### config.mk
export PLATFORM = sky130hd
export DESIGN_NAME = msm_gain_lane
export DESIGN_NICKNAME = d
export VERILOG_FILES = /design/src/hdl/msm_pkg.sv /design/src/hdl/msm_gain_lane.sv
export SDC_FILE = /design/constraint.sdc
export NUM_CORES = 2
export LEC_CHECK = 0
export BUFFER_PORTS_ARGS = -buffer_cell sky130_fd_sc_hd__buf_2
export CORE_ASPECT_RATIO = 0.9
export CORE_UTILIZATION = 30
export CTS_BUF_LIST = sky130_fd_sc_hd__clkbuf_2 sky130_fd_sc_hd__clkbuf_4 sky130_fd_sc_hd__clkbuf_8
export DETAILED_ROUTE_END_ITERATION = 8
export PLACE_DENSITY_LB_ADDON = 0.12
export REMOVE_ABC_BUFFERS = 1
export SYNTH_ARGS = -nofsm -noshare
export SYNTH_HDL_FRONTEND = slang
export SYNTH_SLANG_ARGS = --single-unit
export TNS_END_PERCENT = 50
### constraint.sdc
create_clock -name i_clk -period 8.5 [get_ports i_clk]
set_input_delay 0 -clock i_clk [delete_from_list [all_inputs] [get_ports i_clk]]
set_output_delay 0 -clock i_clk [all_outputs]
set_load 0.01 [all_outputs]
### src/hdl/msm_pkg.sv
`default_nettype none

package msm_pkg;

    localparam int SAMPLE_BITS = 24;
    localparam int GAIN_BITS   = 24;
    localparam int GAIN_FRAC   = 20;
    localparam int COEFF_BITS  = 25;
    localparam int CLIP_BITS   = 32;
    localparam int CNT_BITS    = 2;

    localparam int GPROD_BITS = GAIN_BITS + COEFF_BITS;
    localparam int MPROD_BITS = SAMPLE_BITS + GAIN_BITS + 1;
    localparam int MSUM_BITS  = MPROD_BITS + 1;

    localparam int IN_DATA_BITS   = ((4 * SAMPLE_BITS + 7) / 8) * 8;
    localparam int OUT_FIELD_BITS = 2 * SAMPLE_BITS + CNT_BITS + CLIP_BITS;
    localparam int OUT_DATA_BITS  = ((OUT_FIELD_BITS + 7) / 8) * 8;

    localparam int ADDR_BITS     = 4;
    localparam int CFG_DATA_BITS = 32;

    localparam logic [1:0] REG_PRI_TARGET = 2'd0;
    localparam logic [1:0] REG_SEC_TARGET = 2'd1;
    localparam logic [1:0] REG_COEFF      = 2'd2;

    localparam logic [GAIN_BITS-1:0]  GAIN_RESET = GAIN_BITS'(1) << GAIN_FRAC;
    localparam logic [COEFF_BITS-1:0] COEFF_ONE  = COEFF_BITS'(1) << (COEFF_BITS - 1);
    localparam logic [GPROD_BITS-1:0] GAIN_HALF  = GPROD_BITS'(1) << (COEFF_BITS - 2);

    localparam logic signed [MSUM_BITS-1:0] MIX_HALF = MSUM_BITS'(1) << (GAIN_FRAC - 1);
    localparam logic signed [MSUM_BITS-1:0] MIX_MAX  =
        (MSUM_BITS'(1) << (SAMPLE_BITS - 1)) - MSUM_BITS'(1);
    localparam logic signed [MSUM_BITS-1:0] MIX_MIN  = -MIX_MAX - MSUM_BITS'(1);

    typedef logic signed [SAMPLE_BITS-1:0] t_sample;
    typedef logic [GAIN_BITS-1:0]          t_gain;
    typedef logic [COEFF_BITS-1:0]         t_coeff;

    typedef struct packed {
        logic gain_mul;
        logic gain_upd;
        logic mix_mul;
        logic mix_sum;
        logic merge_load;
    } t_step_ctl;

endpackage

`default_nettype wire

### src/hdl/msm_gain_lane.sv
`default_nettype none

module msm_gain_lane (
    input  wire logic               i_clk,
    input  wire logic               i_rst_n,
    input  wire msm_pkg::t_step_ctl i_ctl,
    input  wire msm_pkg::t_gain     i_goal,
    input  wire msm_pkg::t_coeff    i_coeff,
    output msm_pkg::t_gain          o_gain
);

    logic [msm_pkg::GPROD_BITS-1:0] r_prod, n_prod;
    logic                           r_up, n_up;
    msm_pkg::t_gain                 r_gain, n_gain;
    msm_pkg::t_gain                 w_mag;
    logic [msm_pkg::GPROD_BITS-1:0] w_round;
    msm_pkg::t_gain                 w_step;

    always_comb begin
        n_up    = (i_goal >= r_gain);
        w_mag   = n_up ? (i_goal - r_gain) : (r_gain - i_goal);
        n_prod  = msm_pkg::GPROD_BITS'(w_mag) * msm_pkg::GPROD_BITS'(i_coeff);
        w_round = r_prod + msm_pkg::GAIN_HALF;
        w_step  = w_round[msm_pkg::COEFF_BITS-1 +: msm_pkg::GAIN_BITS];
        n_gain  = r_up ? (r_gain + w_step) : (r_gain - w_step);
    end

    always_ff @(posedge i_clk) begin
        if (i_ctl.gain_mul) begin
            r_prod <= n_prod;
            r_up   <= n_up;
        end
    end

    always_ff @(posedge i_clk) begin
        if (!i_rst_n) begin
            r_gain <= msm_pkg::GAIN_RESET;
        end else if (i_ctl.gain_upd) begin
            r_gain <= n_gain;
        end
    end

    assign o_gain = r_gain;

endmodule

`default_nettype wire

==> results_dict.tcl <==
set metrics [dict create \
    slowest_stage "fa_1" \
    htreeDepth 2 \
    cpPeakStageDelay_ps 590 \
    grt_pass1_wl_um 133700 \
    finClkSkew_ps 18.37 \
    rrSetupSlack_ps -850 \
    synth_top_cell_by_area "fa_1" \
    yosysTopAreaCellShare 0.3974 \
    synth-edff-count 26 \
    first_iter_violations 1101 \
    violations "negative setup slack" \
    status "finished with violations" \
    start_kind "register" \
    io_pins 80 \
    cpMostUsedCell "fa_1" \
    critical_path.max_fanout 6 \
    ys_types 82 \
    ant_nets 0 \
    arrival_ps 9460 \
    min_path_type "primary input to register" \
    globalRouteOverflowTotal 0 \
    postPlaceCellArea_um2 29710 \
    synthTopCellsByArea "fa_1, ha_1, inv_1" \
    firstDrtPassIters 6 \
    fp.dieW_um 309.0 \
    drive_above_1_share 0.1998 \
    ys_async_sr_fraction 0 \
    layout_setup_ws_ps -853.9 \
    vias 20667 \
    drc 0 \
    final-setup-viol-count 25 \
    track_usage 0.2035 \
    fp.dieArea_um2 85980 \
    drt_wl_total_um 84730 \
    grt_max_degree 57 \
    crit_family "adder cells" \
    min_period_over_period 1.100 \
    cp.required_ps 8610 \
    start_util 0.3053 \
    holdWs_ps 208.5 \
    maxCapViolations 0 \
    cp-end-kind "register" \
    clockBufferDepth 2 \
    grt_setup_unrepaired "yes" \
    dp.cells 4354 \
    fillers 8588 \
    avgSynthCellArea_um2 8.651 \
    yosysWarningCount 0 \
    setup_tns_ps -16880 \
    ys_seq_elements 50 \
    slew-limit-headroom 0.2373 \
    crit_buf_inv 11 \
    area_delta_synth_final_pct 22.03 \
    ys_seq_area_frac 0.04957 \
    grt_pass1_vias 22676 \
    core_area_um2 83330 \
    cts-root-buf "clkbuf_8" \
    post_drt_wl_per_cell_um 19.24 \
    gp_congestion 0.8805 \
    synth_area_um2 25440 \
    antenna_found_initial 5 \
    max_freq_mhz 106.9 \
    layout.cells.non_filler 4404 \
    synthFlopType "edfxtp_1" \
    tightest_slew_ps 1134 \
    tritoncts "yes" \
    clkSinkCount 50 \
    finalMaxSlewViolations 0 \
    crit_type "register to register" \
    netlist_instances 2941 \
    fin_crit_ps 9354 \
    cts.clk_slew.worst_paths_ps 130 \
    rows 100 \
    place_hpwl_um 67790 \
    die_y_um 278.3 \
    cts_buffers 5 \
    vias_per_cell 4.693 \
    hold_viol_final 0 \
    portBuffers 76 \
    fin_area_um2 31050 \
    clkLatencyLatePin_ps 350 \
    finalNetCount 4076 \
]
Yosys cell counts (4+ instances only):
master / n
nand2_1: 372
nor2_1: 83
a211oi_1: 9
a21o_1: 43
ha_1: 238
xnor2_1: 80
and2_1: 231
o21ai_0: 43
and3_1: 14
xor2_1: 29
o211ai_1: 6
o21bai_1: 9
fa_1: 505
dfxtp_1: 24
o31ai_1: 5
mux2_2: 18
a31oi_1: 21
buf_2: 7
nor4_1: 6
nand3b_1: 5
a21boi_0: 4
a21oi_1: 80
clkbuf_1: 119
edfxtp_1: 26
nor3_1: 14
nand3_1: 37
o2111ai_1: 6
nand4_1: 19
o21a_1: 7
nor2b_1: 82
a211o_1: 5
nand2b_1: 38
buf_1: 4
inv_1: 629
mux2i_1: 32
mux2_1: 8
or3_1: 8
o31a_1: 4
what timing repair did:
item	CTS	global route
setup buffers	27	13
cloned	1	0
hold buffers	1	0
setup endpoints to repair	25	25
gates resized for setup	139	70
pin swaps	59	45
hold endpoints to repair	1	0
state kept, by name, summed over array words and instances (netlist names):
| name | count |
|---|---|
| r_up | 1 |
| r_prod | 25 |
| o_gain | 24 |
metal layers:
metal	part of all wire	global-route usage
met1	0.49	0.2959
met2	0.44	0.3210
met3	0.058	0.03244
met4	0.014	0.03135
met5	0	0
final cells by class:
class,count,area (um^2),area share
tap,1122,1404,0.04522
timing repair buffer,462,3645,0.1174
clock buffer,5,68.82,0.002217
multi-input combinational,2127,22240,0.7164
sequential,50,1277,0.04115
antenna,4,10.01,0.0003224
clock inverter,3,26.28,0.0008463
inverter,631,2374,0.07645
cell usage in the layout (no fill, tap or decap), drive strengths merged, types with 8 or more instances in the layout:
cell and count:
mux2i 32, a211oi 9, a21o 43, o21bai 9, and2 231, edfxtp 26, xor2 29, nor3 14
and3 14, inv 632, o21ai 46, dfxtp 24, nor2 84, mux2 26, nand4 21, nand2 372
or3 8, buf 461, xnor2 80, fa 505, nand2b 38, nand3 37, a31oi 21, ha 238
nor2b 82, a21oi 80
stage by stage:
step	utilization	worst slack (ps)
2_1_floorplan	-	-1609
3_3_place_gp	0.3565	-1542
3_5_place_dp	0.3565	-1709
4_1_cts	0.3677	-887.7
5_1_grt	0.3724	-1214
6_report	0.3726	-853.9
cell families after synthesis:
kind of cell	Yosys count	share of synthesized area
buffers and inverters	764	0.1135
DFF	50	0.04957
AOI/OAI and AO/OA	292	0.07810
xor gates and xnor gates	109	0.03752
adders and majority gates	743	0.5144
and+or+nand+nor	925	0.1828
muxes	58	0.02410
path summary, 6_finish.rpt:
path,startpoint,to,depth (start not counted)
setup / recovery,o_gain[8],r_prod[43],40
hold / removal,i_ctl[4],r_prod[43],1
setup reg to reg,o_gain[8],r_prod[43],40
hold reg to reg,o_gain[23],o_gain[23],3
Power is left out: the tool's default activity adds up to more than one toggle a clock period on the data nets, which glitch-free logic cannot reach.
