**config.mk**
```make
export PLATFORM = sky130hd
export DESIGN_NAME = msm_mix_lane
export DESIGN_NICKNAME = d
export VERILOG_FILES = /design/src/hdl/msm_pkg.sv /design/src/hdl/msm_mix_lane.sv
export SDC_FILE = /design/constraint.sdc
export NUM_CORES = 2
export LEC_CHECK = 0
export BUFFER_PORTS_ARGS = -buffer_cell sky130_fd_sc_hd__buf_2
export CAP_MARGIN = 15
export CORE_MARGIN = 1
export CORE_UTILIZATION = 30
export CTS_CLUSTER_SIZE = 8
export DETAILED_ROUTE_END_ITERATION = 10
export PLACE_DENSITY = 0.55
export RECOVER_POWER = 50
export SLEW_MARGIN = 20
export SYNTH_ARGS = -nofsm -noshare
export SYNTH_HDL_FRONTEND = slang
export SYNTH_SLANG_ARGS = --single-unit
```
**constraint.sdc**
```tcl
create_clock -name i_clk -period 9.9 [get_ports i_clk]
set_input_delay 1.98 -clock i_clk [delete_from_list [all_inputs] [get_ports i_clk]]
set_output_delay 1.98 -clock i_clk [all_outputs]
set_load 0.03 [all_outputs]
```
**src/hdl/msm_pkg.sv**
```systemverilog
`default_nettype none

package msm_pkg;

    localparam int SAMPLE_BITS = 24;
    localparam int GAIN_BITS   = 24;
    localparam int GAIN_FRAC   = 20;
    localparam int COEFF_BITS  = 25;
    localparam int CLIP_BITS   = 32;
    localparam int CNT_BITS    = 2;

    localparam int GPROD_BITS = GAIN_BITS + COEFF_BITS;
    localparam int MPROD_BITS = SAMPLE_BITS + GAIN_BITS + 1;
    localparam int MSUM_BITS  = MPROD_BITS + 1;

    localparam int IN_DATA_BITS   = ((4 * SAMPLE_BITS + 7) / 8) * 8;
    localparam int OUT_FIELD_BITS = 2 * SAMPLE_BITS + CNT_BITS + CLIP_BITS;
    localparam int OUT_DATA_BITS  = ((OUT_FIELD_BITS + 7) / 8) * 8;

    localparam int ADDR_BITS     = 4;
    localparam int CFG_DATA_BITS = 32;

    localparam logic [1:0] REG_PRI_TARGET = 2'd0;
    localparam logic [1:0] REG_SEC_TARGET = 2'd1;
    localparam logic [1:0] REG_COEFF      = 2'd2;

    localparam logic [GAIN_BITS-1:0]  GAIN_RESET = GAIN_BITS'(1) << GAIN_FRAC;
    localparam logic [COEFF_BITS-1:0] COEFF_ONE  = COEFF_BITS'(1) << (COEFF_BITS - 1);
    localparam logic [GPROD_BITS-1:0] GAIN_HALF  = GPROD_BITS'(1) << (COEFF_BITS - 2);

    localparam logic signed [MSUM_BITS-1:0] MIX_HALF = MSUM_BITS'(1) << (GAIN_FRAC - 1);
    localparam logic signed [MSUM_BITS-1:0] MIX_MAX  =
        (MSUM_BITS'(1) << (SAMPLE_BITS - 1)) - MSUM_BITS'(1);
    localparam logic signed [MSUM_BITS-1:0] MIX_MIN  = -MIX_MAX - MSUM_BITS'(1);

    typedef logic signed [SAMPLE_BITS-1:0] t_sample;
    typedef logic [GAIN_BITS-1:0]          t_gain;
    typedef logic [COEFF_BITS-1:0]         t_coeff;

    typedef struct packed {
        logic gain_mul;
        logic gain_upd;
        logic mix_mul;
        logic mix_sum;
        logic merge_load;
    } t_step_ctl;

endpackage

`default_nettype wire

```
**src/hdl/msm_mix_lane.sv**
```systemverilog
`default_nettype none

module msm_mix_lane (
    input  wire logic               i_clk,
    input  wire msm_pkg::t_step_ctl i_ctl,
    input  wire msm_pkg::t_sample   i_chat,
    input  wire msm_pkg::t_sample   i_mic,
    input  wire msm_pkg::t_gain     i_pri_gain,
    input  wire msm_pkg::t_gain     i_sec_gain,
    output msm_pkg::t_sample        o_mix,
    output logic                    o_clip
);

    logic signed [msm_pkg::MPROD_BITS-1:0] r_pa, n_pa, r_pb, n_pb;
    logic signed [msm_pkg::MSUM_BITS-1:0]  w_sum, w_rnd, w_y;
    logic                                  w_over, w_under;
    msm_pkg::t_sample                      r_y, n_y;
    logic                                  r_clip, n_clip;

    always_comb begin
        n_pa    = msm_pkg::MPROD_BITS'(i_chat) *
                  msm_pkg::MPROD_BITS'($signed({1'b0, i_pri_gain}));
        n_pb    = msm_pkg::MPROD_BITS'(i_mic) *
                  msm_pkg::MPROD_BITS'($signed({1'b0, i_sec_gain}));
        w_sum   = msm_pkg::MSUM_BITS'(r_pa) + msm_pkg::MSUM_BITS'(r_pb);
        w_rnd   = w_sum + msm_pkg::MIX_HALF;
        w_y     = w_rnd >>> msm_pkg::GAIN_FRAC;
        w_over  = (w_y > msm_pkg::MIX_MAX);
        w_under = (w_y < msm_pkg::MIX_MIN);
        if (w_over) begin
            n_y = msm_pkg::SAMPLE_BITS'(msm_pkg::MIX_MAX);
        end else if (w_under) begin
            n_y = msm_pkg::SAMPLE_BITS'(msm_pkg::MIX_MIN);
        end else begin
            n_y = w_y[msm_pkg::SAMPLE_BITS-1:0];
        end
        n_clip = w_over | w_under;
    end

    always_ff @(posedge i_clk) begin
        if (i_ctl.mix_mul) begin
            r_pa <= n_pa;
            r_pb <= n_pb;
        end
        if (i_ctl.mix_sum) begin
            r_y    <= n_y;
            r_clip <= n_clip;
        end
    end

    assign o_mix  = r_y;
    assign o_clip = r_clip;

endmodule

`default_nettype wire

```
==> summary.txt <==
STA
  • Max-slew violations: 127
  • Achievable Freq: 107 MHz
  • Fin. Hold Viols: 0
  • Setup TNS: 0 ns
  • RSZ-0062 raised after global routing: no
  • Final min period: 9.38 ns
  • Final setup violation count: 0
  • Max_slew headroom: -83.2%
  • Clk_skew: 0.0188 ns
  • Final period util: 94.7%
  • Worst hold slack: 0.947 ns
  • Tightest Pin Transition: 2.75 ns

Floorplan
  • Die Ht: 389 um
  • Top Ports: 127
  • DIE AREA: 0.152 sq mm
  • Core Region: 0.148 sq mm
  • Die width: 389 um
  • Rows: 141
  • Initial Util: 30.3%

Finish
  • Footprint of the multi-input gates: 0.0364 sq mm
  • Final #Nets: 6424
  • Layout cells sized above 1: 4.69%
  • Fillers: 15400
  • Final instance count without filler cells: 6868
  • Layout area overhead: 7.96%
  • Sequential cell area: 0.00369 sq mm

Worst setup path
  • Worst R2R Setup Slack: 5.08 ns
  • Critical Path Sink Type: flip-flop
  • Cell family with most CP delay: adder cells
  • Crit path buf inv count: 8
  • Worst EP required: 10.20 ns
  • CP max stage delay: 0.61 ns
  • CP most frequent cell: fa_1
  • WP data arrival: 9.68 ns
  • Critical path class: in -> reg
  • CP max FO: 24
  • Critical-path top delay cell: nor4_1
  • CP startpoint kind: input port

Logic synthesis
  • Number of synthesized flops with an enable pin: 123
  • Yosys reg bits: 123
  • YS warnings: 0
  • Primary FF master, synth: edfxtp_1
  • Distinct cells, synth: 70
  • Mean Syn Cell Area: 9.31 sq um
  • Sequential area share after synthesis: 8.21%
  • Syn_nets: 6399
  • Mapped Area: 0.0450 sq mm
  • Synth area leaders: fa_1, ha_1, inv_1, edfxtp_1, and2_1
  • Share of the synthesized area in the top cell type: 42.9%
  • Post-Synthesis Cells: 4834
  • Leading area contributor after synthesis: fa_1
  • Post-synth ARST share: 0%

Detailed routing
  • Routed wire length: 121 mm
  • Drt pass-1 iters: 5
  • Antenna-violating nets left: 0
  • Routed vias: 32200
  • First-iteration detailed-routing DRC count: 1728
  • Mean number of vias per cell: 4.68
  • DRC: 0
  • WL/cell: 17.6 um

CTS
  • Clock slew seen by the registers of the worst setup and hold paths: 0.05 ns
  • Hold buffers post-CTS: 0
  • Post_cts resized: 0
  • Post-CTS setup buffers: 0
  • Worst-Skew Late Latency: 0.49 ns
  • H-tree levels: 4
  • Clock buffer depth: 3
  • TritonCTS buffer count: 25
  • CTS root buf: clkbuf_16
  • Sinks on Clock Net: 123
  • CTS tree: yes

Global routing
  • First-pass GRT wire length: 196 mm
  • All-layer global routing usage: 16.6%
  • Vias in the first global route: 35400
  • Pin count of the biggest net entering global routing: 51
  • Initial antenna violation count: 6
  • Grt total ovfl: 0

Place
  • GPL Wtd Cong: 0.903
  • Port Buffers: 123
  • Detail Placement HPWL: 98.5 mm
  • DP Cell Count: 6834

Min path
  • Worst min-delay path class: reg -> reg

Job
  • Max-Cap Viols: 3

Status
  • Outcome: finished with violations
  • Failing checks: max-capacitance violations, max-slew violations
-- cell usage after synthesis (4+ instances only) --
| master | instances |
|---|---|
| nor2b_1 | 33 |
| o31ai_1 | 5 |
| and2_1 | 547 |
| a41oi_1 | 4 |
| nand2b_1 | 42 |
| a211oi_1 | 10 |
| a21boi_0 | 4 |
| a31oi_1 | 11 |
| nand4_1 | 18 |
| o21bai_1 | 22 |
| a21o_1 | 91 |
| nand2_1 | 630 |
| o22ai_1 | 5 |
| o21a_1 | 15 |
| fa_1 | 964 |
| edfxtp_1 | 123 |
| xnor2_1 | 70 |
| o21ai_0 | 68 |
| ha_1 | 499 |
| nor3_1 | 16 |
| o211ai_1 | 8 |
| inv_1 | 1096 |
| and3_1 | 11 |
| clkbuf_1 | 204 |
| a211o_1 | 11 |
| nor4_1 | 6 |
| nor2_1 | 50 |
| nand3_1 | 37 |
| o31a_1 | 5 |
| xor2_1 | 40 |
| a21oi_1 | 120 |
| or2_2 | 7 |
-- path summary, 6_finish.rpt --
| path | cells past startpoint | startpoint | end |
|---|---|---|---|
| max reg2reg | 13 | r_pb[21]$_DFFE_PP_ | o_mix[9]$_SDFFCE_PN1P_ |
| min reg2reg | 3 | r_pb[48]$_DFFE_PP_ | o_mix[23]$_SDFFCE_PN0P_ |
| max | 27 | i_chat[0] | r_pa[48]$_DFFE_PP_ |
| min | 3 | r_pb[48]$_DFFE_PP_ | o_mix[23]$_SDFFCE_PN0P_ |
-- worst register-to-register path, cell delays in order (launching register included) --
cell      delay [ns]
edfxtp_1        0.40
ha_1            0.29
ha_1            0.33
nand2_1         0.23
nor3_1          0.10
a22oi_1         0.43
a31oi_1         0.22
o21ai_0         0.58
o211ai_1        0.34
a211oi_1        0.34
xor2_1          0.50
o41ai_4         0.16
buf_4           0.28
a21o_1          0.32
-- routing by layer --
layer	share of wire (%)	GRT usage [%]	routed length, um	vias up
met3	5.6	2.62	6810	208
li1	-	-	-	14600
met2	50	28.9	60000	790
met5	0.026	0	32	-
met1	41	20.8	50100	16500
met4	3.5	5.24	4190	6
-- cells in the final DEF (no fill, tap or decap), drive strengths merged, types with 6 or more instances in the layout --
cell	instances
a31oi	12
a211oi	10
a21o	91
and2	547
nand2b	42
nand2	630
or2	7
edfxtp	123
nor2b	33
o21a	15
nor3	16
o21ai	69
nor2	50
nand4	19
a21oi	121
xor2	40
a211o	11
clkinv	6
fa	964
buf	179
xnor2	70
o211ai	9
inv	1096
and3	11
o21bai	22
ha	499
clkbuf	57
nor4	7
nand3	37
-- cell type report --
class	count	share of cell area [%]
antenna	1	0.00515
clock buffer	27	1.30
clock inverter	6	0.0541
inverter	1096	8.47
multi-input combinational	3404	74.9
sequential	123	7.60
tap	2002	5.16
timing repair buffer	209	2.51
-- cell families (layout without fill, tap and decap cells) --
group                    Yosys count  after routing  share of synthesized area [%]
AND/OR/NAND/NOR                 1416           1416                           15.9
AO/OA/AOI/OAI                    413            413                           6.06
XOR/XNOR                         110            110                           2.14
other                              0              1                              0
flip-flops                       123            123                           8.21
adder cells (fa/ha/maj)         1463           1463                           56.7
buffers and inverters           1307           1338                           10.9
multiplexers                       2              2                         0.0445
-- sequential cells by signal, indices dropped and copies added (netlist names) --
| register | flops |
|---|---|
| o_clip | 1 |
| o_mix | 24 |
| r_pa | 49 |
| r_pb | 49 |
-- metrics by stage --
| step | cell area [sq um] | util [%] | worst slack, ns |
|---|---|---|---|
| after detailed placement | 48000 | 32.3 | 0.110 |
| final | 48600 | 32.7 | 0.521 |
| after floorplan | 45000 | - | 1.16 |
| after CTS | 48600 | 32.8 | 0.564 |
| after global routing | 48600 | 32.7 | 0.143 |
| after global placement | 48000 | 32.3 | 0.173 |
Power is left out: the tool's default activity adds up to more than one toggle a clock period on the data nets, which glitch-free logic cannot reach.
