--- src/hdl/msm_pkg.sv ---
`default_nettype none

package msm_pkg;

    localparam int SAMPLE_BITS = 24;
    localparam int GAIN_BITS   = 24;
    localparam int GAIN_FRAC   = 20;
    localparam int COEFF_BITS  = 25;
    localparam int CLIP_BITS   = 32;
    localparam int CNT_BITS    = 2;

    localparam int GPROD_BITS = GAIN_BITS + COEFF_BITS;
    localparam int MPROD_BITS = SAMPLE_BITS + GAIN_BITS + 1;
    localparam int MSUM_BITS  = MPROD_BITS + 1;

    localparam int IN_DATA_BITS   = ((4 * SAMPLE_BITS + 7) / 8) * 8;
    localparam int OUT_FIELD_BITS = 2 * SAMPLE_BITS + CNT_BITS + CLIP_BITS;
    localparam int OUT_DATA_BITS  = ((OUT_FIELD_BITS + 7) / 8) * 8;

    localparam int ADDR_BITS     = 4;
    localparam int CFG_DATA_BITS = 32;

    localparam logic [1:0] REG_PRI_TARGET = 2'd0;
    localparam logic [1:0] REG_SEC_TARGET = 2'd1;
    localparam logic [1:0] REG_COEFF      = 2'd2;

    localparam logic [GAIN_BITS-1:0]  GAIN_RESET = GAIN_BITS'(1) << GAIN_FRAC;
    localparam logic [COEFF_BITS-1:0] COEFF_ONE  = COEFF_BITS'(1) << (COEFF_BITS - 1);
    localparam logic [GPROD_BITS-1:0] GAIN_HALF  = GPROD_BITS'(1) << (COEFF_BITS - 2);

    localparam logic signed [MSUM_BITS-1:0] MIX_HALF = MSUM_BITS'(1) << (GAIN_FRAC - 1);
    localparam logic signed [MSUM_BITS-1:0] MIX_MAX  =
        (MSUM_BITS'(1) << (SAMPLE_BITS - 1)) - MSUM_BITS'(1);
    localparam logic signed [MSUM_BITS-1:0] MIX_MIN  = -MIX_MAX - MSUM_BITS'(1);

    typedef logic signed [SAMPLE_BITS-1:0] t_sample;
    typedef logic [GAIN_BITS-1:0]          t_gain;
    typedef logic [COEFF_BITS-1:0]         t_coeff;

    typedef struct packed {
        logic gain_mul;
        logic gain_upd;
        logic mix_mul;
        logic mix_sum;
        logic merge_load;
    } t_step_ctl;

endpackage

`default_nettype wire

--- src/hdl/msm_merge.sv ---
`default_nettype none

module msm_merge (
    input  wire logic               i_clk,
    input  wire logic               i_rst_n,
    input  wire msm_pkg::t_step_ctl i_ctl,
    input  wire logic               i_take,
    input  wire msm_pkg::t_sample   i_left,
    input  wire msm_pkg::t_sample   i_right,
    input  wire logic               i_clip_left,
    input  wire logic               i_clip_right,
    input  wire logic               i_last,
    output logic                    o_valid,
    output logic [msm_pkg::OUT_DATA_BITS-1:0] o_data,
    output logic                    o_last
);

    logic [msm_pkg::CNT_BITS-1:0]   w_now;
    logic [msm_pkg::CLIP_BITS:0]    w_total;
    logic [msm_pkg::CLIP_BITS-1:0]  r_count, n_count;
    logic                           r_valid;
    logic [msm_pkg::OUT_DATA_BITS-1:0] r_data;
    logic                           r_last;

    always_comb begin
        w_now   = {1'b0, i_clip_left} + {1'b0, i_clip_right};
        w_total = {1'b0, r_count} + (msm_pkg::CLIP_BITS + 1)'(w_now);
        n_count = w_total[msm_pkg::CLIP_BITS] ? '1 : w_total[msm_pkg::CLIP_BITS-1:0];
    end

    always_ff @(posedge i_clk) begin
        if (!i_rst_n) begin
            r_count <= '0;
            r_valid <= 1'b0;
        end else begin
            if (i_ctl.merge_load) begin
                r_count <= n_count;
                r_valid <= 1'b1;
            end else if (i_take) begin
                r_valid <= 1'b0;
            end
        end
    end

    always_ff @(posedge i_clk) begin
        if (i_ctl.merge_load) begin
            r_data <= msm_pkg::OUT_DATA_BITS'({n_count, w_now, i_right, i_left});
            r_last <= i_last;
        end
    end

    assign o_valid = r_valid;
    assign o_data  = r_data;
    assign o_last  = r_last;

endmodule

`default_nettype wire

--- config.mk ---
export PLATFORM = sky130hd
export DESIGN_NAME = msm_merge
export DESIGN_NICKNAME = d
export VERILOG_FILES = /design/src/hdl/msm_pkg.sv /design/src/hdl/msm_merge.sv
export SDC_FILE = /design/constraint.sdc
export NUM_CORES = 1
export LEC_CHECK = 0
export BUFFER_PORTS_ARGS = -buffer_cell sky130_fd_sc_hd__buf_2
export CAP_MARGIN = 20
export CORE_UTILIZATION = 50
export DETAILED_ROUTE_END_ITERATION = 10
export MAX_ROUTING_LAYER = met4
export PLACE_DENSITY = 0.85
export SLEW_MARGIN = 20
export SYNTH_ARGS = -nofsm -noshare
export SYNTH_HDL_FRONTEND = slang
export SYNTH_SLANG_ARGS = --single-unit
export TNS_END_PERCENT = 1
--- constraint.sdc ---
create_clock -name i_clk -period 4.1 [get_ports i_clk]
set_input_delay 0.615 -clock i_clk [delete_from_list [all_inputs] [get_ports i_clk]]
set_output_delay 0.615 -clock i_clk [all_outputs]
set_load 0.01 [all_outputs]
==> metrics.md, run 1 <==
| Metric | Value |
|---|---|
| Cell taking the most area after synthesis | `edfxtp_1` |
| Remaining DRCs | `0` |
| Worst Setup Start Kind | `primary input` |
| First-pass GRT wire length | `17.4 mm` |
| Sequential fraction of the synthesis area | `0.642` |
| Simple-Gate Fraction of Synth Area | `0.180` |
| EDFF count, synth | `83` |
| Clock tree buffer depth | `2` |
| CP Capture Type | `register` |
| Vias in the first global route | `3513` |
| Initial antenna violation count | `0` |
| Max Freq | `337 MHz` |
| Tmin final | `2.97 ns` |
| Worst setup margin | `1.13 ns` |
| Yosys top cell area share | `0.508` |
| Most frequent CP cell | `ha_1` |
| Max_cap viols | `0` |
| Routability Congestion | `0.876` |
| CTS tree | `yes` |
| Buffers on Ports | `138` |
| Gr usage total | `0.232` |
| Critical path depth | `11` |
| Status | `complete, no violations` |
| Io pins | `149` |
| Global routing usage on met3 | `0.0693` |
| Die Wd | `101 um` |
| Fin crit share | `0.723` |
| CP cell instances | `buf_2, ha_1, ha_1, inv_1, fa_1, and4b_2, nand4_2, buf_4, o31ai_2, nor3_1, a2111oi_1` |
| M1 GR Usage | `0.246` |
| Dominant delay contributor by cell family on the critical path | `adder cells` |
| Die Area | `0.0102 mm^2` |
| Vias per cell | `5.58` |
| DRT Pass-1 Iters | `5` |
| Distinct cell type count after synthesis | `57` |
| Worst-path clk slew | `0.06 ns` |
| Most frequent cell after synthesis | `edfxtp_1` |
| Placement Rows | `35` |
| Most Used Layer, Global Route | `met2` |
| WL per Instance | `16.6 um` |
| Compound-Gate Fraction of Synth Area | `0.0930` |
| Worst-path fanout max | `8` |
| DP Worst Slack | `0.670 ns` |
| FILL cells | `663` |
| Top_reg_cell synth | `edfxtp_1` |
| Mean area per synthesized cell | `12.2 um^2` |
| Hold EP | `o_data[25]` |
| Critical Path RT | `4.48 ns` |
| Hold depth | `1` |
| FF-to-FF End | `r_count[9]` |
| Synth cell count leaders | `edfxtp_1 (83), nand2_1 (35), dfxtp_1 (33)` |
| # resized after CTS | `0` |
| Leakage | `2.53 nW` |
| Setup_tns | `0 ns` |
| CTS Buf Count | `17` |
| Skew final | `0.00656 ns` |
| Cts hold-fix bufs | `0` |
| Measured slew at the worst slew-check pin | `0.717 ns` |
| Adder and majority gate portion of the synthesized area | `0.0117` |
| M2 GR Usage | `0.398` |
| Initial Util | `0.524` |
| Peak VDD IR | `338 uV` |
| Share of layout cells above drive strength 1 | `0.362` |
| R2R depth | `9` |
| Largest net degree at the start of global routing | `41` |
| #FFs+latches synth | `116` |
| Hold_sp | `i_right[1]` |
| Routed WL | `11.4 mm` |
| Clk Latency, worst-skew pair | `0.51 ns` |
| H-tree depth | `4` |
| Post-layout nets | `607` |
| Setup violators final | `0` |
| Worst min path class | `in2reg` |
| Mapped Area | `0.00491 mm^2` |
| Pwr dens | `460 mW/mm^2` |
| Post-Syn Instances | `403` |
| Fraction of registers with async set or reset after synthesis | `0` |
| Inserted Diodes | `0` |
| Worst reg2reg startpoint | `r_count[0]` |
| Synth Area in XOR/XNOR | `0.0268` |
| Largest cells by area after synthesis | `edfxtp_1 (51%), dfxtp_1 (13%), nand2_1 (2.7%)` |
| Number of vias in the routed layout | `3823` |
| Hpwl dp | `7.71 mm` |
| CTS sink count | `116` |
| WP buf/inv | `3` |
| DRT iter0 DRCs | `247` |
| Gr ovfl total | `0` |
| Final Hold Fails | `0` |
| Final Max Tran Viols | `0` |
| Detail Route Antenna Nets | `0` |
| Post-CTS Setup Bufs | `0` |
| Layout area overhead | `27.1%` |
| Mux cell area share after synthesis | `0.00637` |
| Root buf cell | `clkbuf_8` |
| CP peak stage delay | `0.46 ns` |
| Main combinational cell family by area after synthesis | `simple AND/OR/NAND/NOR gates` |
| Slowest cell on the critical path | `fa_1` |
| Signal arrival time at the worst endpoint | `3.34 ns` |
| R2R setup slack | `1.31 ns` |
| Chip height | `101 um` |
| Yosys Warn Count | `0` |
| Core area | `0.00937 mm^2` |
| CP Class | `in2reg` |
| RSZ-0062 raised after global routing | `no` |
| Max_slew headroom | `0.518` |
-- power by group --
group	total [mW]	internal, mW	switching [mW]
Clock	1.36	0.856	0.500
Combinational	0.175	0.0682	0.107
Sequential	1.34	1.32	0.0172
Total	2.87	2.25	0.624
-- worst max path at each step --
stage	startpoint	end	slack [ns]
6_report	i_clip_left	r_count[9]	1.13
3_3_place_gp	i_clip_left	o_data[74]	0.77
4_1_cts	i_clip_left	r_count[9]	1.20
5_1_grt	i_clip_left	r_count[9]	1.04
3_5_place_dp	i_clip_left	r_count[9]	0.67
2_1_floorplan	i_clip_left	o_data[74]	1.03
-- worst reg2reg max path, stage by stage (launching register included) --
cell and delay (ns):
dfxtp_1 0.33, ha_1 0.16, inv_1 0.05, fa_1 0.46, and4b_2 0.41, nand4_2 0.23, buf_4 0.24, o31ai_2 0.38
nor3_1 0.10, a2111oi_1 0.30
-- per-stage QoR --
step / hold slack (ns) / area, um^2 / std cells / power [mW] / util
final: 0.282 / 6240 / 685 / 2.87 / 0.666
after floorplan: 0.480 / 4930 / 408 / 1.43 / -
after global routing: 0.265 / 6240 / 685 / 2.96 / 0.666
after global placement: 0.462 / 5690 / 654 / 1.53 / 0.607
after CTS: 0.264 / 6240 / 685 / 2.89 / 0.666
after detailed placement: 0.493 / 5690 / 654 / 1.54 / 0.607
-- cell type report --
type	instances	area, um^2	share of cell area
inverter	9	33.8	0.00541
clock buffer	18	418	0.0669
tap	129	161	0.0259
timing repair buffer	147	761	0.122
clock inverter	13	133	0.0212
multi-input combinational	253	1580	0.254
sequential	116	3150	0.505
-- cell usage in the layout, fill, tap and decap left out, types with 3 or more instances in the layout --
cell        synthesis  layout
buf_2              12     137
edfxtp_1           83      83
nand2_1            35      35
dfxtp_1            33      33
nor2_1             30      30
o21ai_0            24      24
nor3_1             19      19
nand3_1            19      19
clkbuf_16           0      16
a31oi_1            14      14
xnor2_1            12      12
a21oi_1            11      11
and4_1             11      11
buf_4               8      10
inv_1               9       9
and3_1              7       7
conb_1              1       6
nand4_1             5       5
nor4_1              5       5
o22ai_1             4       4
clkinv_2            0       4
o21a_1              3       3
nor3_2              3       3
xor2_1              3       3
ha_1                3       3
clkinvlp_4          0       3
-- cell families (layout without fill, tap and decap cells) --
kind of cell             after synthesis  in the layout
adder cells (fa/ha/maj)                4              4
buffers and inverters                 39            187
other                                  1              6
multiplexers                           3              3
AO/OA/AOI/OAI                         71             71
AND/OR/NAND/NOR                      154            154
XOR/XNOR                              15             15
flip-flops                           116            116
-- routing by layer --
metal / vias to the layer above / share of wire
li1: 1780 / -
met1: 1845 / 0.38
met2: 177 / 0.51
met3: 21 / 0.084
met4: 0 / 0.023
met5: - / 0
-- sequential cells by signal, summed over array words and instances, names as in the netlist --
signal / cells
o_valid: 1
o_data: 82
o_last: 1
r_count: 32
No activity file was read; power rests on OpenSTA's default activity.
==> run 2, diff against run 1 <==
--- a/config.mk
+++ b/config.mk
@@ -5,12 +5,13 @@
 export SDC_FILE = /design/constraint.sdc
 export NUM_CORES = 1
 export LEC_CHECK = 0
+export ABC_AREA = 1
 export BUFFER_PORTS_ARGS = -buffer_cell sky130_fd_sc_hd__buf_2
 export CAP_MARGIN = 20
-export CORE_UTILIZATION = 50
+export CORE_UTILIZATION = 47
 export DETAILED_ROUTE_END_ITERATION = 10
 export MAX_ROUTING_LAYER = met4
-export PLACE_DENSITY = 0.85
+export PLACE_DENSITY = 0.84
 export SLEW_MARGIN = 20
 export SYNTH_ARGS = -nofsm -noshare
 export SYNTH_HDL_FRONTEND = slang
==> constraint.sdc (replaced) <==
create_clock -name i_clk -period 2.4 [get_ports i_clk]
set_input_delay 0.36 -clock i_clk [delete_from_list [all_inputs] [get_ports i_clk]]
set_output_delay 0.36 -clock i_clk [all_outputs]
set_load 0.01 [all_outputs]
==> metrics.md, run 2 <==
| Metric | Value |
|---|---|
| Post-layout nets | `729 (was 607)` |
| Vias in the first global route | `3826 (was 3513)` |
| Gr usage total | `0.229 (was 0.232)` |
| Most frequent CP cell | `inv_1 (was ha_1)` |
| Root buf cell | `clkbuf_8 (unchanged)` |
| Gr ovfl total | `0 (unchanged)` |
| CP Capture Type | `register (unchanged)` |
| Buffers on Ports | `138 (unchanged)` |
| Area taken by multi-input logic gates | `0.00150 mm^2 (was 0.00158 mm^2)` |
| CP peak stage delay | `0.43 ns (was 0.46 ns)` |
| Slowest cell on the critical path | `fa_1 (unchanged)` |
| Mapped Area | `0.00502 mm^2 (was 0.00491 mm^2)` |
| Worst-path clk slew | `0.05 ns (was 0.06 ns)` |
| Top_reg_cell synth | `edfxtp_1 (unchanged)` |
| Number of flip-flops in the largest register | `82 (unchanged)` |
| CTS Buf Count | `17 (unchanged)` |
| FILL cells | `814 (was 663)` |
| Die Area | `0.0111 mm^2 (was 0.0102 mm^2)` |
| H-tree depth | `4 (unchanged)` |
| Global routing usage on met3 | `0.0618 (was 0.0693)` |
| Worst min path class | `in2reg (unchanged)` |
| #FFs+latches synth | `116 (unchanged)` |
| Routability Congestion | `0.964 (was 0.876)` |
| Tmin final | `2.10 ns` |
| Inserted Diodes | `0 (unchanged)` |
| Worst Setup SP | `r_count[0] (was i_clip_left)` |
| Most Used Layer, Global Route | `met2 (unchanged)` |
| DP Worst Slack | `-0.0627 ns (was 0.670 ns)` |
| Dominant delay contributor by cell family on the critical path | `adder cells (unchanged)` |
| Clock tree buffer depth | `2 (unchanged)` |
| Storage cell area | `0.00315 mm^2 (unchanged)` |
| Cell taking the most area after synthesis | `edfxtp_1 (unchanged)` |
| Initial antenna violation count | `0 (unchanged)` |
| Hpwl dp | `8.36 mm (was 7.71 mm)` |
| Hold_sp | `i_right[20] (was i_right[1])` |
| Measured slew at the worst slew-check pin | `0.772 ns (was 0.717 ns)` |
| Distinct cell type count after synthesis | `25 (was 57)` |
| Yosys top cell area share | `0.496 (was 0.508)` |
| WL per Instance | `14.2 um (was 16.6 um)` |
| Worst Setup Start Kind | `register (was primary input)` |
| Sequential fraction of the synthesis area | `0.628 (was 0.642)` |
| Clk Latency, worst-skew pair | `0.51 ns (about the same)` |
| Signal arrival time at the worst endpoint | `2.55 ns (was 3.34 ns)` |
| CTS tree | `yes (unchanged)` |
| Critical Path RT | `2.85 ns (was 4.48 ns)` |
| Post-route insts no fill | `815 (was 685)` |
| Detail Route Antenna Nets | `0 (unchanged)` |
| Largest net degree at the start of global routing | `57 (was 41)` |
| Routed WL | `11.6 mm (was 11.4 mm)` |
| Placed inst area | `0.00589 mm^2 (was 0.00569 mm^2)` |
| Post-Layout Inst Area | `0.00641 mm^2 (was 0.00624 mm^2)` |
| DRT Pass-1 Iters | `4 (was 5)` |
| Chip height | `105 um (was 101 um)` |
| Worst hold slack | `0.0252 ns (was 0.282 ns)` |
| Worst reg2reg startpoint | `r_count[0] (unchanged)` |
| Commonest non-fill, non-tap cell in the layout | `buf_2 (unchanged)` |
| Placement Rows | `37 (was 35)` |
| Remaining DRCs | `0 (unchanged)` |
| Leakage | `2.94 nW (was 2.53 nW)` |
| CP cell instances | `ha_1, inv_1, fa_1, nor2_4, nand2_1, inv_1, nor2_1, o21ai_0, o21ai_0, inv_1 (was buf_2, ha_1, ha_1, inv_1, fa_1, and4b_2, nand4_2, buf_4, o31ai_2, nor3_1, a2111oi_1)` |
| Cts hold-fix bufs | `0 (unchanged)` |
| Mean area per synthesized cell | `9.83 um^2 (was 12.2 um^2)` |
| WP buf/inv | `3 (unchanged)` |
| Layout area overhead | `27.7% (was 27.1%)` |
| Final Hold Fails | `0 (unchanged)` |
| Number of vias in the routed layout | `3868 (was 3823)` |
| # placed instances | `783 (was 654)` |
| M1 GR Usage | `0.253 (was 0.246)` |
| Final Max Tran Viols | `0 (unchanged)` |
| Status | `complete, no violations (unchanged)` |
| # resized after CTS | `0 (unchanged)` |
| Initial Util | `0.486 (was 0.524)` |
| CP Class | `reg2reg (was in2reg)` |
| Largest cells by area after synthesis | `edfxtp_1 (50%), dfxtp_1 (13%), nand2_1 (8.4%) (was edfxtp_1 (51%), dfxtp_1 (13%), nand2_1 (2.7%))` |
| Fraction of registers with async set or reset after synthesis | `0 (unchanged)` |
| Peak VDD IR | `373 uV (was 338 uV)` |
| DRT iter0 DRCs | `172 (was 247)` |
| Post-Syn Instances | `511 (was 403)` |
| Setup violators final | `0 (unchanged)` |
| Post-CTS Setup Bufs | `0 (unchanged)` |
| CTS sink count | `116 (unchanged)` |
| EDFF count, synth | `83 (unchanged)` |
| Skew final | `0.00943 ns (was 0.00656 ns)` |
| Io pins | `149 (unchanged)` |
| Setup_tns | `0 ns (unchanged)` |
| Share of layout cells above drive strength 1 | `0.303 (was 0.362)` |
| Core area | `0.0103 mm^2 (was 0.00937 mm^2)` |
| RSZ-0062 raised after global routing | `no (unchanged)` |
| Most frequent cells in the layout | `buf_2 (137), nand2_1 (112), edfxtp_1 (83) (was buf_2 (137), edfxtp_1 (83), nand2_1 (35))` |
| Pwr dens | `777 mW/mm^2 (was 460 mW/mm^2)` |
| Die Wd | `105 um (was 101 um)` |
| Worst setup margin | `0.303 ns (was 1.13 ns)` |
| First-pass GRT wire length | `18.7 mm (was 17.4 mm)` |
| Max Freq | `477 MHz` |
| Synth cell count leaders | `nand2_1 (112), edfxtp_1 (83), nor2_1 (72) (was edfxtp_1 (83), nand2_1 (35), dfxtp_1 (33))` |
| Vias per cell | `4.75 (was 5.58)` |
| Fin crit share | `0.874` |
| Yosys Warn Count | `0 (unchanged)` |
| Most frequent cell after synthesis | `nand2_1 (was edfxtp_1)` |
| Worst-path fanout max | `4 (was 8)` |
| Max_cap viols | `0 (unchanged)` |
| Max_slew headroom | `0.485 (was 0.518)` |
| M2 GR Usage | `0.394 (was 0.398)` |
[run 2: changes by cell type in the layout (fill, tap and decap cells not counted), moves of 11 or more]
cell     change
a31oi_1     -14
and4_1      -11
inv_1       +61
nand2_1     +77
nand3_2     +14
nor2_1      +42
nor3_1      -19
xnor2_1     -12
[run 2: cells by family after synthesis]
kind of cell / count (synthesis) / share of synthesized area
buf+inv: 90 / 0.0767
other cells: 1 / 0.000747
simple gates: 245 / 0.225
flops: 116 / 0.628
compound gates: 50 / 0.0498
xor+xnor: 5 / 0.00872
fa+ha+maj: 4 / 0.0115
[run 2: cell type report]
cell class,count,area share
clock inverters,12,0.0144
repair buffers,150,0.125
flip-flops and latches,116,0.492
inverters,71,0.0416
multi-input cells,310,0.234
well taps,136,0.0265
clock buffers,20,0.0663
[run 2: path summary, 6_finish.rpt]
| kind | to | cells past startpoint | slack, ns |
|---|---|---|---|
| setup reg to reg | r_count[6] | 10 | 0.30 |
| setup / recovery | r_count[6] | 10 | 0.30 |
| hold reg to reg | o_valid | 2 | 0.46 |
| hold / removal | o_data[44] | 1 | 0.03 |
[run 2: where the power goes]
group | switching (mW) | internal (mW) | total, mW
logic | 0.260 | 0.171 | 0.431
registers | 0.0690 | 2.31 | 2.38
clock network | 0.823 | 1.35 | 2.17
total | 1.15 | 3.83 | 4.98
[run 2: per-stage QoR]
stage / total power [mW] / util
floorplan: 2.63 / -
global placement: 2.82 / 0.568
detailed placement: 2.85 / 0.571
CTS: 5.04 / 0.621
global route: 5.18 / 0.621
finish: 4.98 / 0.621
[run 2: per-layer routing]
| layer | routed length, um | part of all wire | vias up |
|---|---|---|---|
| met2 | 6030 | 0.52 | 130 |
| met4 | 144 | 0.012 | 0 |
| met1 | 4660 | 0.40 | 1767 |
| li1 | - | - | 1958 |
| met5 | 0 | 0 | - |
| met3 | 726 | 0.063 | 13 |
==> run 3, diff against run 2 <==
--- a/config.mk
+++ b/config.mk
@@ -7,11 +7,13 @@
 export LEC_CHECK = 0
 export ABC_AREA = 1
 export BUFFER_PORTS_ARGS = -buffer_cell sky130_fd_sc_hd__buf_2
-export CAP_MARGIN = 20
+export CAP_MARGIN = 10
 export CORE_UTILIZATION = 47
 export DETAILED_ROUTE_END_ITERATION = 10
 export MAX_ROUTING_LAYER = met4
 export PLACE_DENSITY = 0.84
+export REMOVE_ABC_BUFFERS = 1
+export SKIP_LAST_GASP = 1
 export SLEW_MARGIN = 20
 export SYNTH_ARGS = -nofsm -noshare
 export SYNTH_HDL_FRONTEND = slang
==> metrics.md, run 3 (synthesized netlist as in run 2, its figures left out) <==
| Metric | Value |
|---|---|
| Status | `complete, no violations (unchanged)` |
| Final Max Tran Viols | `0 (unchanged)` |
| Critical Path RT | `2.81 ns (was 2.85 ns)` |
| Hold EP | `o_data[45] (was o_data[44])` |
| Inserted Diodes | `0 (unchanged)` |
| Post-CTS Setup Bufs | `0 (unchanged)` |
| Cts hold-fix bufs | `5 (was 0)` |
| Worst-path fanout max | `4 (unchanged)` |
| Layout area overhead | `28.8% (was 27.7%)` |
| Met2 wire len | `5.97 mm (was 6.03 mm)` |
| Clock tree buffer depth | `2 (unchanged)` |
| Signal arrival time at the worst endpoint | `2.51 ns (was 2.55 ns)` |
| CP Class | `reg2reg (unchanged)` |
| Buffers on Ports | `138 (unchanged)` |
| Detail Route Antenna Nets | `0 (unchanged)` |
| Remaining DRCs | `0 (unchanged)` |
| Core area | `0.0103 mm^2 (unchanged)` |
| CP peak stage delay | `0.46 ns (was 0.43 ns)` |
| Setup_tns | `0 ns (unchanged)` |
| CP cell instances | `ha_1, inv_1, fa_1, nor2_4, nand2_4, nor2_1, xor2_1, nand3_1, nand2_1, inv_1 (was ha_1, inv_1, fa_1, nor2_4, nand2_1, inv_1, nor2_1, o21ai_0, o21ai_0, inv_1)` |
| WL per Instance | `14.4 um (was 14.2 um)` |
| Worst-path clk slew | `0.05 ns (about the same)` |
| Worst Setup Start Kind | `register (unchanged)` |
| Largest net degree at the start of global routing | `57 (unchanged)` |
| Initial antenna violation count | `0 (unchanged)` |
| Hpwl dp | `8.27 mm (was 8.36 mm)` |
| Max Used Layer | `met4 (unchanged)` |
| Max_cap viols | `0 (unchanged)` |
| Metal-1 WL | `4.82 mm (was 4.66 mm)` |
| Post-route insts no fill | `821 (was 815)` |
| Peak VDD IR | `388 uV (was 373 uV)` |
| Number of vias in the routed layout | `4026 (was 3868)` |
| Initial Util | `0.486 (unchanged)` |
| Post-layout nets | `735 (was 729)` |
| DRT iter0 DRCs | `268 (was 172)` |
| # placed instances | `783 (unchanged)` |
| Pwr dens | `776 mW/mm^2 (was 777 mW/mm^2)` |
| RSZ-0062 raised after global routing | `no (unchanged)` |
| Skew final | `0.00691 ns (was 0.00943 ns)` |
| Worst reg2reg startpoint | `r_count[0] (unchanged)` |
| Most frequent cells in the layout | `buf_2 (137), nand2_1 (112), edfxtp_1 (83) (unchanged)` |
| Setup violators final | `0 (unchanged)` |
| Commonest non-fill, non-tap cell in the layout | `buf_2 (unchanged)` |
| Placement Rows | `37 (unchanged)` |
| Clk Latency, worst-skew pair | `0.52 ns (was 0.51 ns)` |
| Hold depth | `1 (unchanged)` |
| CTS tree | `yes (unchanged)` |
| CTS sink count | `116 (unchanged)` |
| Final Hold Fails | `0 (unchanged)` |
| Tmin final | `2.10 ns (about the same)` |
| Io pins | `149 (unchanged)` |
| Vias per cell | `4.90 (was 4.75)` |
| Chip height | `105 um (unchanged)` |
| Gr usage total | `0.229 (about the same)` |
| DRT Pass-1 Iters | `4 (unchanged)` |
| Hold_sp | `i_right[21] (was i_right[20])` |
| H-tree depth | `4 (unchanged)` |
| Die Wd | `105 um (unchanged)` |
| # resized after CTS | `0 (unchanged)` |
| R2R depth | `10 (unchanged)` |
| CTS Buf Count | `17 (unchanged)` |
| Fin crit share | `0.875 (was 0.874)` |
| Number of flip-flops in the largest register | `82 (unchanged)` |
| Leakage | `2.95 nW (was 2.94 nW)` |
| Routability Congestion | `0.878 (was 0.964)` |
| Max_slew headroom | `0.524 (was 0.485)` |
| Most frequent CP cell | `inv_1 (unchanged)` |
| Share of layout cells above drive strength 1 | `0.301 (was 0.303)` |
| Max Freq | `476 MHz (was 477 MHz)` |
| Root buf cell | `clkbuf_8 (unchanged)` |
| Measured slew at the worst slew-check pin | `0.713 ns (was 0.772 ns)` |
| Vias in the first global route | `3812 (was 3826)` |
| R2R setup slack | `0.30 ns (about the same)` |
| Routed WL | `11.8 mm (was 11.6 mm)` |
| First-pass GRT wire length | `18.6 mm (was 18.7 mm)` |
| Worst min path class | `in2reg (unchanged)` |
| WP buf/inv | `2 (was 3)` |
| CP Capture Type | `register (unchanged)` |
| Die Area | `0.0111 mm^2 (unchanged)` |
| Slowest cell on the critical path | `fa_1 (unchanged)` |
| Dominant delay contributor by cell family on the critical path | `simple AND/OR/NAND/NOR gates (was adder cells)` |
| FF-to-FF End | `r_count[12] (was r_count[6])` |
| Gr ovfl total | `0 (unchanged)` |
| Met3 Wirelength | `805 um (was 726 um)` |
-- run 3: cell types whose count changed in the layout (fill, tap and decap cells not counted), sizes merged --
| cell | previous run | this run |
|---|---|---|
| dlygate4sd3 | 0 | 6 |
| inv | 70 | 71 |
| clkinv | 10 | 6 |
| clkinvlp | 2 | 4 |
| clkbuf | 20 | 21 |
-- run 3: worst max path at each step --
stage,startpoint,endpoint,slack [ns],cells past startpoint
global placement,i_clip_left,o_data[62],-0.03,10
finish,r_count[0],r_count[12],0.30,10
global route,r_count[0],r_count[6],0.15,11
floorplan,i_clip_left,r_count[2],-0.06,11
CTS,r_count[0],r_count[12],0.31,10
detailed placement,i_clip_left,r_count[12],-0.09,12
-- run 3: where the power goes --
part | total [mW] | internal (mW) | switching [mW] | leakage, nW
Clock | 2.20 | 1.35 | 0.848 | 0.245
Combinational | 0.438 | 0.174 | 0.265 | 1.61
Sequential | 2.38 | 2.31 | 0.0678 | 1.10
Total | 5.02 | 3.84 | 1.18 | 2.95
-- run 3: routing by layer --
metal / up-vias / global-route usage
li1: 1976 / -
met1: 1874 / 0.259
met2: 159 / 0.390
met3: 17 / 0.0600
met4: 0 / 0.0825
met5: - / -
-- run 3: area by class of cell --
type,count,area (um^2)
fillers,823,3860
flip-flops and latches,116,3150
multi-input cells,310,1500
repair buffers,156,856
clock buffers,21,429
inverters,71,267
well taps,136,170
clock inverters,11,88.8
-- run 3: through the flow --
stage	utilization	area (um^2)	hold slack, ns	worst slack, ns	power, mW
detailed placement	0.570	5890	0.456	-0.0942	2.85
CTS	0.625	6450	0.0000449	0.310	5.05
global route	0.626	6460	0.00184	0.152	5.20
floorplan	-	4920	0.459	-0.0630	2.61
finish	0.626	6460	0.0200	0.299	5.02
global placement	0.570	5890	0.455	-0.0306	2.82
-- run 3: worst register-to-register path: cells and delay by family, from the launching register on --
family	cells	cell delay, ns
buffers and inverters	2	0.11
AND/OR/NAND/NOR	5	0.72
adder cells (fa/ha/maj)	2	0.63
XOR/XNOR	1	0.23
flip-flops	1	0.33
